$ cat config.mk
export PLATFORM = sky130hd
export DESIGN_NAME = tpu_cfg
export DESIGN_NICKNAME = d
export VERILOG_FILES = /design/src/rtl/tpu_pkg.sv /design/src/rtl/tpu_cfg.sv
export SDC_FILE = /design/constraint.sdc
export NUM_CORES = 1
export LEC_CHECK = 0
export BUFFER_PORTS_ARGS = -buffer_cell sky130_fd_sc_hd__buf_4
export CAP_MARGIN = 20
export CORE_ASPECT_RATIO = 0.9
export CORE_MARGIN = 8
export CORE_UTILIZATION = 47
export CTS_CLUSTER_DIAMETER = 150
export CTS_CLUSTER_SIZE = 10
export DETAILED_ROUTE_END_ITERATION = 8
export PLACE_DENSITY = 0.78
export SYNTH_ARGS = -nofsm -noshare
export SYNTH_HDL_FRONTEND = slang
export SYNTH_SLANG_ARGS = --single-unit
$ cat constraint.sdc
create_clock -name clk -period 1.3 [get_ports clk]
set_input_delay 0.13 -clock clk [delete_from_list [all_inputs] [get_ports clk]]
set_output_delay 0.13 -clock clk [all_outputs]
set_load 0.02 [all_outputs]
$ cat src/rtl/tpu_pkg.sv
// ============================================================================
// tpu_pkg - shared types and constants of the tile pixel unpacker
// Register indexes, channel modes, operation codes, controller states and
// the command and status bundles between controller and datapath.
// ============================================================================
package tpu_pkg;

    // Rows of the alpha region in colour mode, also the alpha row stride
    localparam int ALPHA_TILE = 64;

    // Width of computed store addresses, wide enough for every decode
    localparam int ADDR_W = 21;

    // Pixel index and alpha row base widths
    localparam int PIX_W   = 16;
    localparam int YBASE_W = 15;

    // Configuration port widths
    localparam int CFG_IDX_W  = 3;
    localparam int CFG_DATA_W = 17;

    // Configuration register indexes
    localparam logic [CFG_IDX_W-1:0] REG_CHANNEL_MODE = 3'd0;
    localparam logic [CFG_IDX_W-1:0] REG_ONE_BIT      = 3'd1;
    localparam logic [CFG_IDX_W-1:0] REG_PLANE_BYTES  = 3'd2;
    localparam logic [CFG_IDX_W-1:0] REG_TILE_WIDTH   = 3'd3;
    localparam logic [CFG_IDX_W-1:0] REG_TILE_HEIGHT  = 3'd4;

    // Channel modes (code three decodes as grey)
    localparam logic [1:0] MODE_ALPHA  = 2'd0;
    localparam logic [1:0] MODE_GREY   = 2'd1;
    localparam logic [1:0] MODE_COLOUR = 2'd2;

    // Operation codes
    localparam logic OP_WRITE = 1'b0;
    localparam logic OP_READ  = 1'b1;

    // Fetch slots in colour mode
    localparam logic [1:0] SLOT_BLUE  = 2'd0;
    localparam logic [1:0] SLOT_GREEN = 2'd1;
    localparam logic [1:0] SLOT_RED   = 2'd2;
    localparam logic [1:0] SLOT_ALPHA = 2'd3;

    // Last fetch slot per mode
    localparam logic [1:0] LAST_COLOUR = 2'd3;
    localparam logic [1:0] LAST_GREY   = 2'd1;
    localparam logic [1:0] LAST_ALPHA  = 2'd0;

    typedef enum logic [2:0] {
        ST_IDLE,
        ST_CALC,
        ST_FETCH,
        ST_DRAIN,
        ST_RESULT
    } state_t;

    typedef struct packed {
        logic [1:0]  channel_mode;
        logic        one_bit;
        logic [16:0] plane_bytes;
        logic [8:0]  tile_width;
        logic [8:0]  tile_height;
    } cfg_t;

    // Controller to datapath
    typedef struct packed {
        logic       mem_wr;
        logic       load;
        logic       calc;
        logic       rd_en;
        logic [1:0] rd_sel;
        logic       result;
    } ctl_t;

    // Datapath to controller
    typedef struct packed {
        logic       out_of_range;
        logic [1:0] last_sel;
    } stat_t;

endpackage

$ cat src/rtl/tpu_cfg.sv
// ============================================================================
// tpu_cfg - configuration registers
// Holds the mode, packing, plane offset and tile size written over the
// configuration channel. Writes to unknown indexes are dropped.
// ============================================================================
module tpu_cfg
    import tpu_pkg::*;
(
    input  logic                  clk,
    input  logic                  rst_n,
    input  logic                  cfg_valid,
    output logic                  cfg_ready,
    input  logic [CFG_IDX_W-1:0]  cfg_index,
    input  logic [CFG_DATA_W-1:0] cfg_data,
    output cfg_t                  cfg
);

    cfg_t cfg_reg;
    cfg_t cfg_next;

    // Always able to take a write
    assign cfg_ready = 1'b1;

    // Register write decode
    always_comb
    begin
        cfg_next = cfg_reg;
        if (cfg_valid)
        begin
            case (cfg_index)
                REG_CHANNEL_MODE: cfg_next.channel_mode = cfg_data[1:0];
                REG_ONE_BIT:      cfg_next.one_bit      = cfg_data[0];
                REG_PLANE_BYTES:  cfg_next.plane_bytes  = cfg_data[16:0];
                REG_TILE_WIDTH:   cfg_next.tile_width   = cfg_data[8:0];
                REG_TILE_HEIGHT:  cfg_next.tile_height  = cfg_data[8:0];
                default:          cfg_next = cfg_reg;
            endcase
        end
    end

    always_ff @(posedge clk or negedge rst_n)
    begin
        if (!rst_n)
        begin
            cfg_reg.channel_mode <= MODE_COLOUR;
            cfg_reg.one_bit      <= 1'b0;
            cfg_reg.plane_bytes  <= 17'd65536;
            cfg_reg.tile_width   <= 9'd256;
            cfg_reg.tile_height  <= 9'd256;
        end
        else
        begin
            cfg_reg <= cfg_next;
        end
    end

    assign cfg = cfg_reg;

endmodule

==> qor.csv <==
stage,metric,value,unit
clock_network,clock latency on the worst-skew pair,0.33,ns
route,total iterations of the first detailed-routing run,3,
logic_synthesis,cell type contributing the most total cell area after synthesis,dfrtp_1,
global_routing,number of antenna violations at the first check in global routing,0,
critical_path,slowest cell on the critical path,dfstp_2,
timing,Post-Route Skew,0,ns
logic_synthesis,number of synthesized register bits,38,
finish,number of antenna diodes,0,
clock_network,Clk Tree Root Cell,clkbuf_4,
pwr,power density over cell area,1630,nW/um2
clock_network,"Gates resized, CTS repair",0,
pwr,Max rail drop VDD,1.13,mV
timing,unrepaired setup endpoints after global routing,no,
critical_path,critical path endpoint category,output pin,
run_status,status,completed,
logic_synthesis,distinct cell type count of the synthesized netlist,13,
run,number of maximum-capacitance violations,0,
finish,share of post-route cells with drive strength above 1,0.742,
global_routing,overflow left after global routing,0,
logic_synthesis,cell area after synthesis,1530,um2
route,DRC,0,
critical_path,"CP delay by family, top",flip-flops,
floorplan,Die Span X,76.1,um
placed_design,DPL Wire Length,2630,um
logic_synthesis,proportion of netlist area held by the largest area contributor,0.556,
critical_path,CP Max Fanout,2,
finish,Area Overhead vs Synth,36.7,%
timing,Final Setup Violations,0,
logic_synthesis,post-synthesis area per instance,17.8,um2
clock_network,buffer depth of the longest clock path,2,
logic_synthesis,Gate Count Post-Synth,86,
global_routing,Global Route Usage Sum,0.139,
placed_design,Placed Instance Area,2010,um2
timing,fin worst setup slack,0.153,ns
clock_network,total clock sinks,38,
clock_network,count of H-tree levels built during CTS,2,
finish,post-route cell area,2090,um2
clock_network,clock input transition at the sequential cells of the worst setup and hold paths,0.10,ns
timing,aggregate negative setup slack,0,ns
timing,highest clock rate,872,MHz
finish,count of filler cells inserted in the layout,242,
critical_path,delay of the slowest cell on the worst path,0.55,ns
timing,share of the clock period used by the worst path after layout,0.882,
logic_synthesis,synth top area cells,"dfrtp_1 56%, mux2_2 21%, mux2_4 9.8%, dfstp_2 6.9%, and4bb_2 1.6%",
critical_path,buffers and inverters on the worst path,1,
route,routed length per placed instance,17.5,um
global_routing,pin count of the biggest net entering global routing,39,
critical_path,"Cell Chain, Critical Path",buf_4,
route,starting DRC count in detailed routing,50,
global_routing,vias in the first global route,1111,
placed_design,count of input and output buffers,60,
clock_network,clock tree from TritonCTS,yes,
timing,fin. max-slew vios,0,
critical_path,"Worst Path Class, Setup",reg -> out,
pwr,overall power,0.00341,W
floorplan,cell row count,19,
pwr,Static Leak,1.01,nW
clock_network,total CTS buffers,5,
route,vias per inst,4.81,
floorplan,Die Y-Extent,70.1,um
logic_synthesis,total nets after synthesis,109,
placed_design,placer congestion estimate,0.737,
critical_path,"Data arrival, critical path",1.02,ns
critical_path,Worst setup SP type,flop,
logic_synthesis,register area share after synthesis,0.625,
critical_path,required time at the endpoint of the critical path,1.17,ns
global_routing,wire length of the first global-routing pass,5920,um
timing,fin crit period,1.15,ns
finish,utilization after layout,0.677,
timing,final hold violations,0,
route,Routed WL,3450,um
placed_design,Post-Place Setup Slack,0.0414,ns
floorplan,Initial Util,0.495,
route,antenna violation net count after detailed routing,0,
floorplan,placeable core area,3090,um2
logic_synthesis,number of warning messages in the yosys log,0,
finish,Largest register FFs,38,
min_path,path category of the worst min-delay check,in -> reg,
floorplan,number of placed I/O pins,62,
floorplan,Total Die Area,5340,um2
route,vias,948,
finish,Final #Nets,177,
[Yosys cell counts]
library cell	n
and4bb_1	1
and4bb_2	2
buf_12	1
buf_2	1
buf_4	1
buf_6	1
conb_1	1
dfrtp_1	34
dfstp_2	4
mux2_2	28
mux2_4	10
nand4b_2	1
nor4b_1	1
[layer usage]
layer	GRT usage	wire [um]
met1	0.156	1450
met4	0.0640	60
met3	0.0563	278
met2	0.224	1660
met5	0	0
[cells in the final DEF, fill, tap and decap left out, drive strengths merged, types with 2 or more instances in the layout]
| master | count |
|---|---|
| clkbuf | 7 |
| buf | 63 |
| dfrtp | 34 |
| mux2 | 38 |
| dlygate4sd3 | 2 |
| dfstp | 4 |
| and4bb | 3 |
[logic make-up (layout without fill, tap and decap cells)]
family,Yosys count,in the layout,share of synthesized area
muxes,38,38,0.304
DFF,38,38,0.625
and+or+nand+nor,5,5,0.0401
other,1,1,0.00245
buffers and inverters,4,73,0.0286
[what timing repair did]
action                                 4_1_cts  5_1_grt
endpoints found under the hold margin       34        1
setup endpoints to repair                    0        0
hold buffers                                 1        1
setup buffers                                0        0
[area by class of cell]
cell class	count	area [um2]	area share
Timing Repair Buffer	65	493	0.236
Multi-Input combinational cell	44	531	0.254
Tap cell	42	52.6	0.0251
Clock inverter	1	5.00	0.00239
Sequential cell	38	956	0.457
Clock buffer	7	55.1	0.0263
[per-stage QoR]
step,hold WS (ns),std cells
6_report,0.0220,197
5_1_grt,0.00427,197
4_1_cts,0.0114,196
3_5_place_dp,0.120,187
3_3_place_gp,0.113,187
2_1_floorplan,-0.166,86
[power by group]
group	internal, W	leakage (nW)	switching (W)
sequential	0.00146	0.450	0.000142
clock	0.000262	0.0353	0.000358
combinational	0.000607	0.525	0.000581
total	0.00233	1.01	0.00108
[path summary, 6_finish.rpt]
kind,cells past startpoint,startpoint,slack [ns],endpoint
worst max-delay path,1,cfg[8],0.15,cfg[8]
max in group asynchronous,2,rst_n,0.65,cfg[8]
worst min register to register,1,cfg[11],0.52,cfg[11]
worst min-delay path,2,cfg_data[10],0.02,cfg[28]
worst max register to register,1,cfg[35],0.52,cfg[35]
min in group asynchronous,2,rst_n,0.28,cfg[29]
(Power assumes the default switching activity.)
