<file path="config.mk">
export PLATFORM = sky130hd
export DESIGN_NAME = tpu_ctrl
export DESIGN_NICKNAME = d
export VERILOG_FILES = /design/src/rtl/tpu_pkg.sv /design/src/rtl/tpu_ctrl.sv
export SDC_FILE = /design/constraint.sdc
export NUM_CORES = 1
export LEC_CHECK = 0
export BUFFER_PORTS_ARGS = -buffer_cell sky130_fd_sc_hd__buf_4
export CAP_MARGIN = 20
export CORE_AREA = 8 8 45 47
export CTS_BUF_LIST = sky130_fd_sc_hd__clkbuf_8
export CTS_CLUSTER_SIZE = 28
export DETAILED_ROUTE_END_ITERATION = 8
export DIE_AREA = 0 0 53 55
export HOLD_SLACK_MARGIN = 0.08
export PLACE_DENSITY = 0.62
export SETUP_SLACK_MARGIN = 0.05
export SLEW_MARGIN = 20
export SYNTH_ARGS = -nofsm -noshare
export SYNTH_HDL_FRONTEND = slang
export SYNTH_SLANG_ARGS = --single-unit
</file>
<file path="constraint.sdc">
create_clock -name clk -period 2.11 [get_ports clk]
set_input_delay 0.422 -clock clk [delete_from_list [all_inputs] [get_ports clk]]
set_output_delay 0.422 -clock clk [all_outputs]
set_load 0.1 [all_outputs]
</file>
<file path="src/rtl/tpu_pkg.sv">
// ============================================================================
// tpu_pkg - shared types and constants of the tile pixel unpacker
// Register indexes, channel modes, operation codes, controller states and
// the command and status bundles between controller and datapath.
// ============================================================================
package tpu_pkg;

    // Rows of the alpha region in colour mode, also the alpha row stride
    localparam int ALPHA_TILE = 64;

    // Width of computed store addresses, wide enough for every decode
    localparam int ADDR_W = 21;

    // Pixel index and alpha row base widths
    localparam int PIX_W   = 16;
    localparam int YBASE_W = 15;

    // Configuration port widths
    localparam int CFG_IDX_W  = 3;
    localparam int CFG_DATA_W = 17;

    // Configuration register indexes
    localparam logic [CFG_IDX_W-1:0] REG_CHANNEL_MODE = 3'd0;
    localparam logic [CFG_IDX_W-1:0] REG_ONE_BIT      = 3'd1;
    localparam logic [CFG_IDX_W-1:0] REG_PLANE_BYTES  = 3'd2;
    localparam logic [CFG_IDX_W-1:0] REG_TILE_WIDTH   = 3'd3;
    localparam logic [CFG_IDX_W-1:0] REG_TILE_HEIGHT  = 3'd4;

    // Channel modes (code three decodes as grey)
    localparam logic [1:0] MODE_ALPHA  = 2'd0;
    localparam logic [1:0] MODE_GREY   = 2'd1;
    localparam logic [1:0] MODE_COLOUR = 2'd2;

    // Operation codes
    localparam logic OP_WRITE = 1'b0;
    localparam logic OP_READ  = 1'b1;

    // Fetch slots in colour mode
    localparam logic [1:0] SLOT_BLUE  = 2'd0;
    localparam logic [1:0] SLOT_GREEN = 2'd1;
    localparam logic [1:0] SLOT_RED   = 2'd2;
    localparam logic [1:0] SLOT_ALPHA = 2'd3;

    // Last fetch slot per mode
    localparam logic [1:0] LAST_COLOUR = 2'd3;
    localparam logic [1:0] LAST_GREY   = 2'd1;
    localparam logic [1:0] LAST_ALPHA  = 2'd0;

    typedef enum logic [2:0] {
        ST_IDLE,
        ST_CALC,
        ST_FETCH,
        ST_DRAIN,
        ST_RESULT
    } state_t;

    typedef struct packed {
        logic [1:0]  channel_mode;
        logic        one_bit;
        logic [16:0] plane_bytes;
        logic [8:0]  tile_width;
        logic [8:0]  tile_height;
    } cfg_t;

    // Controller to datapath
    typedef struct packed {
        logic       mem_wr;
        logic       load;
        logic       calc;
        logic       rd_en;
        logic [1:0] rd_sel;
        logic       result;
    } ctl_t;

    // Datapath to controller
    typedef struct packed {
        logic       out_of_range;
        logic [1:0] last_sel;
    } stat_t;

endpackage

</file>
<file path="src/rtl/tpu_ctrl.sv">
// ============================================================================
// tpu_ctrl - transaction controller
// Accepts commands, sequences the index calculation, the store reads of a
// pixel and the result strobe.
// ============================================================================
module tpu_ctrl
    import tpu_pkg::*;
(
    input  logic  clk,
    input  logic  rst_n,
    input  logic  start,
    input  logic  op,
    output logic  busy,
    output logic  done,
    input  stat_t stat,
    output ctl_t  ctl
);

    state_t     state_reg;
    state_t     state_next;
    logic [1:0] cnt_reg;
    logic [1:0] cnt_next;
    logic       done_reg;
    logic       done_next;

    // Next state
    always_comb
    begin
        state_next = state_reg;
        cnt_next   = cnt_reg;
        case (state_reg)
            ST_IDLE:
            begin
                if (start && op == OP_READ)
                begin
                    state_next = ST_CALC;
                end
            end
            ST_CALC:
            begin
                cnt_next = 2'd0;
                if (stat.out_of_range)
                begin
                    state_next = ST_RESULT;
                end
                else
                begin
                    state_next = ST_FETCH;
                end
            end
            ST_FETCH:
            begin
                if (cnt_reg == stat.last_sel)
                begin
                    state_next = ST_DRAIN;
                end
                else
                begin
                    cnt_next = cnt_reg + 2'd1;
                end
            end
            ST_DRAIN:
            begin
                state_next = ST_RESULT;
            end
            ST_RESULT:
            begin
                state_next = ST_IDLE;
            end
            default:
            begin
                state_next = ST_IDLE;
            end
        endcase
    end

    // Outputs
    always_comb
    begin
        ctl        = '0;
        ctl.rd_sel = cnt_reg;
        done_next  = 1'b0;
        case (state_reg)
            ST_IDLE:
            begin
                ctl.mem_wr = start && op == OP_WRITE;
                ctl.load   = start && op == OP_READ;
            end
            ST_CALC:
            begin
                ctl.calc = 1'b1;
            end
            ST_FETCH:
            begin
                ctl.rd_en = 1'b1;
            end
            ST_RESULT:
            begin
                ctl.result = 1'b1;
                done_next  = 1'b1;
            end
            default:
            begin
                ctl = '0;
            end
        endcase
    end

    always_ff @(posedge clk or negedge rst_n)
    begin
        if (!rst_n)
        begin
            state_reg <= ST_IDLE;
            cnt_reg   <= 2'd0;
            done_reg  <= 1'b0;
        end
        else
        begin
            state_reg <= state_next;
            cnt_reg   <= cnt_next;
            done_reg  <= done_next;
        end
    end

    assign busy = state_reg != ST_IDLE;
    assign done = done_reg;

endmodule

</file>
==> impl_metrics.env, run 1 <==
export IMPL_synth_warnings=0
export IMPL_cp_cell_sequence="nor3_1, and3_1, buf_4"
export IMPL_mappedNetlistArea_um2=357.8
export IMPL_number_of_antenna_violations_at_the_first_check_in_global_routing=0
export IMPL_cts_tree="done"
export IMPL_synth_net_count=48
export IMPL_outcome="complete, no violations"
export IMPL_hold_path_class="input port to flip-flop"
export IMPL_stdcell_area_um2=539.3
export IMPL_dieHeight_um=55
export IMPL_timing_critical_path_required_ns=1.69
export IMPL_yosys_cell_types_count=20
export IMPL_post_synth_inst_count=41
export IMPL_area_growth_synth_to_final_pct=50.70
export IMPL_detailroute_via_count=321
export IMPL_layout_drive_gt1_share=0.3729
export IMPL_seq_area_frac_synth=0.4196
export IMPL_hold_viol=0
export IMPL_period_minus_slack_ns=1.932
export IMPL_grt_first_pass_wirelength_um=1366
export IMPL_avgViaCountPerCell=4.280
export IMPL_initial_utilization=0.2586
export IMPL_cts_reportedPaths_clkPinSlew_ns=0.04
export IMPL_clk_root_buffer_cell="sky130_fd_sc_hd__clkbuf_8"
export IMPL_first_pass_iters=1
export IMPL_number_of_instances_resized_during_post_cts_repair=0
export IMPL_fraction_of_synthesized_cell_area_in_xor_and_xnor_cells=0.04895
export IMPL_antenna_cells=0
export IMPL_post_synth_fa_ha_maj_area_fraction=0
export IMPL_setup_total_negative_slack_ns=0
export IMPL_fin_nets=68
export IMPL_fillers=136
export IMPL_setup_worst_path_end_class="output port"
export IMPL_die_w_um=53
export IMPL_grt_pass1_vias=336
export IMPL_report_final_slew_viol_count=0
export IMPL_avgRoutedWirePerCell_um=10.64
export IMPL_largest_reg_flops=3
export IMPL_drt_total_wl_um=798
export IMPL_numCtsBuffers=3
export IMPL_place_congestion=0.7201
export IMPL_worstPathArrival_ns=1.51
export IMPL_worst_clock_skew_ns=0.001490
export IMPL_detailed_place_area_um2=488.0
export IMPL_die_area_um2=2915
export IMPL_synth_top_family_by_area="simple AND/OR/NAND/NOR gates"
export IMPL_post_route_period_util=0.9155
export IMPL_cts_root_to_sink_buffers=2
export IMPL_gr_total_overflow=0
export IMPL_holdWs_ns=0.4436
export IMPL_core_area_um2=1384
export IMPL_slowest_delay_ns=0.43
export IMPL_rows=14
export IMPL_ff2ff_setup_slack_ns=0.87
export IMPL_worst_slew_pin_slew_ns=0.3458
export IMPL_cp_slowest_cell="sky130_fd_sc_hd__dfrtp_1"
export IMPL_synth_simple_gate_area_share=0.3392
export IMPL_grt_start_max_net_pins=9
export IMPL_max_slew_margin=0.7677
export IMPL_count_of_unresolved_drc_violations_after_routing=0
export IMPL_worst_path_max_fanout=7
export IMPL_synth_edff_count=0
export IMPL_drt_initial_drc_count=0
export IMPL_ys_seq_elements=6
export IMPL_setup_worst_path_class="flip-flop to output port"
export IMPL_worst_skew_pair_late_latency_ns=0.22
export IMPL_detail_route_antenna_nets=0
export IMPL_floorplan_io_pins=16
export IMPL_rsz0062_at_grt="no"
export IMPL_synth_compound_area_frac=0.1224
export IMPL_htree_levels=1
export IMPL_grt_usage=0.06305
export IMPL_timing_max_cap_violations=0
export IMPL_synth_async_reset_ratio=1.000
export IMPL_port_buffers=15
export IMPL_clock_sink_total=6
export IMPL_syn_avg_cell_area_um2=8.728
export IMPL_critPathLaunchType="flip-flop"
export IMPL_timing_fmax_mhz=517.7
export IMPL_finish_stage_setup_viols=0
export IMPL_synth_top_flop_cell="sky130_fd_sc_hd__dfrtp_1"
export IMPL_post_cts_buffers=0
export IMPL_synthMuxAreaShare=0.02797
-- synthesized netlist by cell type, types with 2 or more instances --
| cell | instances | area share |
|---|---|---|
| sky130_fd_sc_hd__a21oi_1 | 2 | 0.028 |
| sky130_fd_sc_hd__and2_1 | 4 | 0.070 |
| sky130_fd_sc_hd__dfrtp_1 | 6 | 0.42 |
| sky130_fd_sc_hd__inv_1 | 2 | 0.021 |
| sky130_fd_sc_hd__nand2b_1 | 2 | 0.035 |
| sky130_fd_sc_hd__nor2_1 | 7 | 0.073 |
| sky130_fd_sc_hd__nor2b_1 | 2 | 0.035 |
| sky130_fd_sc_hd__nor3_1 | 2 | 0.028 |
| sky130_fd_sc_hd__o31ai_1 | 2 | 0.042 |
| sky130_fd_sc_hd__xor2_1 | 2 | 0.049 |
-- worst paths after layout --
check | from | end | cells after the start
worst max-delay path | state_reg[2] | ctl[5] | 3
worst min-delay path | stat[2] | state_reg[2] | 3
worst max register to register | state_reg[1] | cnt_reg[1] | 3
worst min register to register | state_reg[2] | state_reg[1] | 1
max in group asynchronous | rst_n | state_reg[1] | 2
min in group asynchronous | rst_n | cnt_reg[1] | 2
-- repair_timing --
item,CTS,global route
hold buffers,1,0
hold endpoints to repair,6,0
setup endpoints to repair,0,0
-- layer usage --
metal / global-route usage / share of wire / vias to the layer above
li1: - / - / 173
met1: 0.06748 / 0.45 / 136
met2: 0.09570 / 0.41 / 12
met3: 0.05080 / 0.13 / 0
met4: 0.01293 / 0 / 0
met5: 0 / 0 / -
-- final cells by class --
| type | count | area (um^2) | share of cell area |
|---|---|---|---|
| multi-input combinational | 32 | 197.7 | 0.3666 |
| sequential | 6 | 150.1 | 0.2784 |
| timing repair buffer | 16 | 122.6 | 0.2274 |
| clock buffer | 3 | 41.29 | 0.07657 |
| tap | 16 | 20.02 | 0.03712 |
| inverter | 2 | 7.507 | 0.01392 |
-- critical path: cells and delay by family (launching register included) --
kind          cells  cell delay, ns
buf+inv           1            0.29
simple gates      2            0.57
flops             1            0.43
-- per-stage QoR --
step | util | setup WS, ns | instances
2_1_floorplan | - | 0.1359 | 41
3_3_place_gp | 0.3526 | 0.4124 | 71
3_5_place_dp | 0.3526 | 0.4092 | 71
4_1_cts | 0.3897 | 0.1668 | 75
5_1_grt | 0.3897 | 0.09100 | 75
6_report | 0.3897 | 0.1784 | 75
-- cells by family after synthesis --
family | count (synthesis)
flip-flops | 6
XOR/XNOR | 2
AND/OR/NAND/NOR | 22
AO/OA/AOI/OAI | 7
buffers and inverters | 3
multiplexers | 1
-- placed cells by master, fill, tap and decap left out, types with 3 or more instances in the layout --
cell type and instances:
sky130_fd_sc_hd__buf_4 15, sky130_fd_sc_hd__dfrtp_1 6, sky130_fd_sc_hd__nor2_1 5, sky130_fd_sc_hd__and2_1 4, sky130_fd_sc_hd__clkbuf_8 3
Power of run 1 is left out: the tool's default activity adds up to more than one toggle a clock period on the data nets, which glitch-free logic cannot reach.
==> run 2, diff against run 1 <==
MAX_ROUTING_LAYER = met4   (was unset)
==> run 2 against run 1 <==
  * Via count is the same
  * Global-route usage grew 0.19 points
  * Non-clock buffer count is the same
  * Design area is the same
  * Register-to-register slack is essentially flat
  * First-iteration DRC count is the same
  * Maximum frequency is essentially flat
  * Die area is the same
  * Worst setup slack lost 0.00085 ns
  * Hold slack is essentially flat
  * Highest routed layer unchanged
==> impl_metrics.env, run 2 (same netlist as run 1, synthesis figures left out) <==
export IMPL_outcome="complete, no violations"
export IMPL_detail_route_antenna_nets=0
export IMPL_global_route_peak_usage_layer="met2"
export IMPL_critPathLaunchType="flip-flop"
export IMPL_first_pass_iters=1
export IMPL_stdcell_area_um2=539.3
export IMPL_setup_ws_ns=0.1775
export IMPL_post_cts_buffers=0
export IMPL_worst_path_max_fanout=7
export IMPL_fin_nets=68
export IMPL_worst_clock_skew_ns=0.001502
export IMPL_worst_slack_after_detailed_placement_ns=0.4092
export IMPL_layout_drive_gt1_share=0.3729
export IMPL_die_w_um=53
export IMPL_timing_max_cap_violations=0
export IMPL_setup_worst_path_end_class="output port"
export IMPL_dieHeight_um=55
export IMPL_drt_total_wl_um=799
export IMPL_cts_reportedPaths_clkPinSlew_ns=0.04
export IMPL_count_of_unresolved_drc_violations_after_routing=0
export IMPL_grt_usage=0.06497
export IMPL_setup_total_negative_slack_ns=0
export IMPL_rows=14
export IMPL_grt_util_met3=0.04011
export IMPL_timing_fmax_mhz=517.5
export IMPL_avgRoutedWirePerCell_um=10.65
export IMPL_place_congestion=0.7284
export IMPL_highest_count_cells_in_the_layout_ignoring_fill_and_taps="15 x sky130_fd_sc_hd__buf_4, 6 x sky130_fd_sc_hd__dfrtp_1, 5 x sky130_fd_sc_hd__nor2_1"
export IMPL_grt_met2_usage=0.09570
export IMPL_grt_first_pass_wirelength_um=1366
export IMPL_core_area_um2=1384
export IMPL_gr_total_overflow=0
export IMPL_port_buffers=15
export IMPL_cts_tree="done"
export IMPL_die_area_um2=2915
export IMPL_number_of_antenna_violations_at_the_first_check_in_global_routing=0
export IMPL_detailroute_via_count=321
export IMPL_avgViaCountPerCell=4.280
export IMPL_antenna_cells=0
export IMPL_floorplan_io_pins=16
export IMPL_numPlacedInstances=71
export IMPL_number_of_instances_resized_during_post_cts_repair=0
export IMPL_gr_util_met1=0.07362
export IMPL_grt_start_max_net_pins=9
export IMPL_worst_skew_pair_late_latency_ns=0.22
export IMPL_report_final_slew_viol_count=0
export IMPL_clock_sink_total=6
export IMPL_numCtsBuffers=3
export IMPL_hold_viol=0
export IMPL_drt_initial_drc_count=0
export IMPL_rsz0062_at_grt="no"
export IMPL_clk_root_buffer_cell="sky130_fd_sc_hd__clkbuf_8"
export IMPL_grt_pass1_vias=336
export IMPL_finish_stage_setup_viols=0
export IMPL_largest_reg_flops=3
export IMPL_worstPathArrival_ns=1.51
export IMPL_area_growth_synth_to_final_pct=50.70
export IMPL_detailed_place_area_um2=488.0
export IMPL_setup_worst_path_class="flip-flop to output port"
export IMPL_cts_root_to_sink_buffers=2
export IMPL_hold_buffers=1
export IMPL_htree_levels=1
export IMPL_post_route_period_util=0.9159
export IMPL_max_slew_margin=0.7670
export IMPL_layout_cells_non_filler=75
export IMPL_worst_slew_pin_slew_ns=0.3468
export IMPL_commonest_non_fill_non_tap_cell_in_the_layout="sky130_fd_sc_hd__buf_4"
export IMPL_period_minus_slack_ns=1.932
export IMPL_timing_critical_path_required_ns=1.69
export IMPL_initial_utilization=0.2586
export IMPL_hold_path_class="input port to flip-flop"
-- run 2: cell counts in the layout (fill, tap and decap cells not counted) --
Identical to the previous run, type by type.
-- run 2: final timing paths --
kind	to	depth (start not counted)	slack, ns	start
setup reg to reg	cnt_reg[1]	3	0.87	state_reg[1]
hold reg to reg	state_reg[1]	1	0.55	state_reg[2]
max in group asynchronous	state_reg[1]	2	1.44	rst_n
hold / removal	state_reg[2]	3	0.44	stat[2]
setup / recovery	ctl[5]	3	0.18	state_reg[2]
min in group asynchronous	cnt_reg[1]	2	0.55	rst_n
-- run 2: routing by layer --
layer | routed length, um | vias to the layer above | part of all wire
met4 | 0 | 0 | 0
li1 | - | 173 | -
met1 | 393 | 136 | 0.49
met5 | 0 | - | 0
met2 | 330 | 12 | 0.41
met3 | 74 | 0 | 0.093
-- run 2: final cells by class --
class | count | area (um^2)
Fill cell | 136 | 844.6
Multi-Input combinational cell | 32 | 197.7
Sequential cell | 6 | 150.1
Timing Repair Buffer | 16 | 122.6
Clock buffer | 3 | 41.29
Tap cell | 16 | 20.02
Inverter | 2 | 7.507
-- run 2: through the flow --
stage | utilization | hold slack, ns
finish | 0.3897 | 0.4437
global route | 0.3897 | 0.4590
CTS | 0.3897 | 0.4447
detailed placement | 0.3526 | 0.2338
global placement | 0.3526 | 0.2335
floorplan | - | 0.1264
-- run 2: critical path: stages, from the launching register on --
cell and delay, ns:
sky130_fd_sc_hd__dfrtp_1 0.43, sky130_fd_sc_hd__nor3_1 0.35, sky130_fd_sc_hd__and3_1 0.22, sky130_fd_sc_hd__buf_4 0.29
Power of run 2 is left out for the same reason.
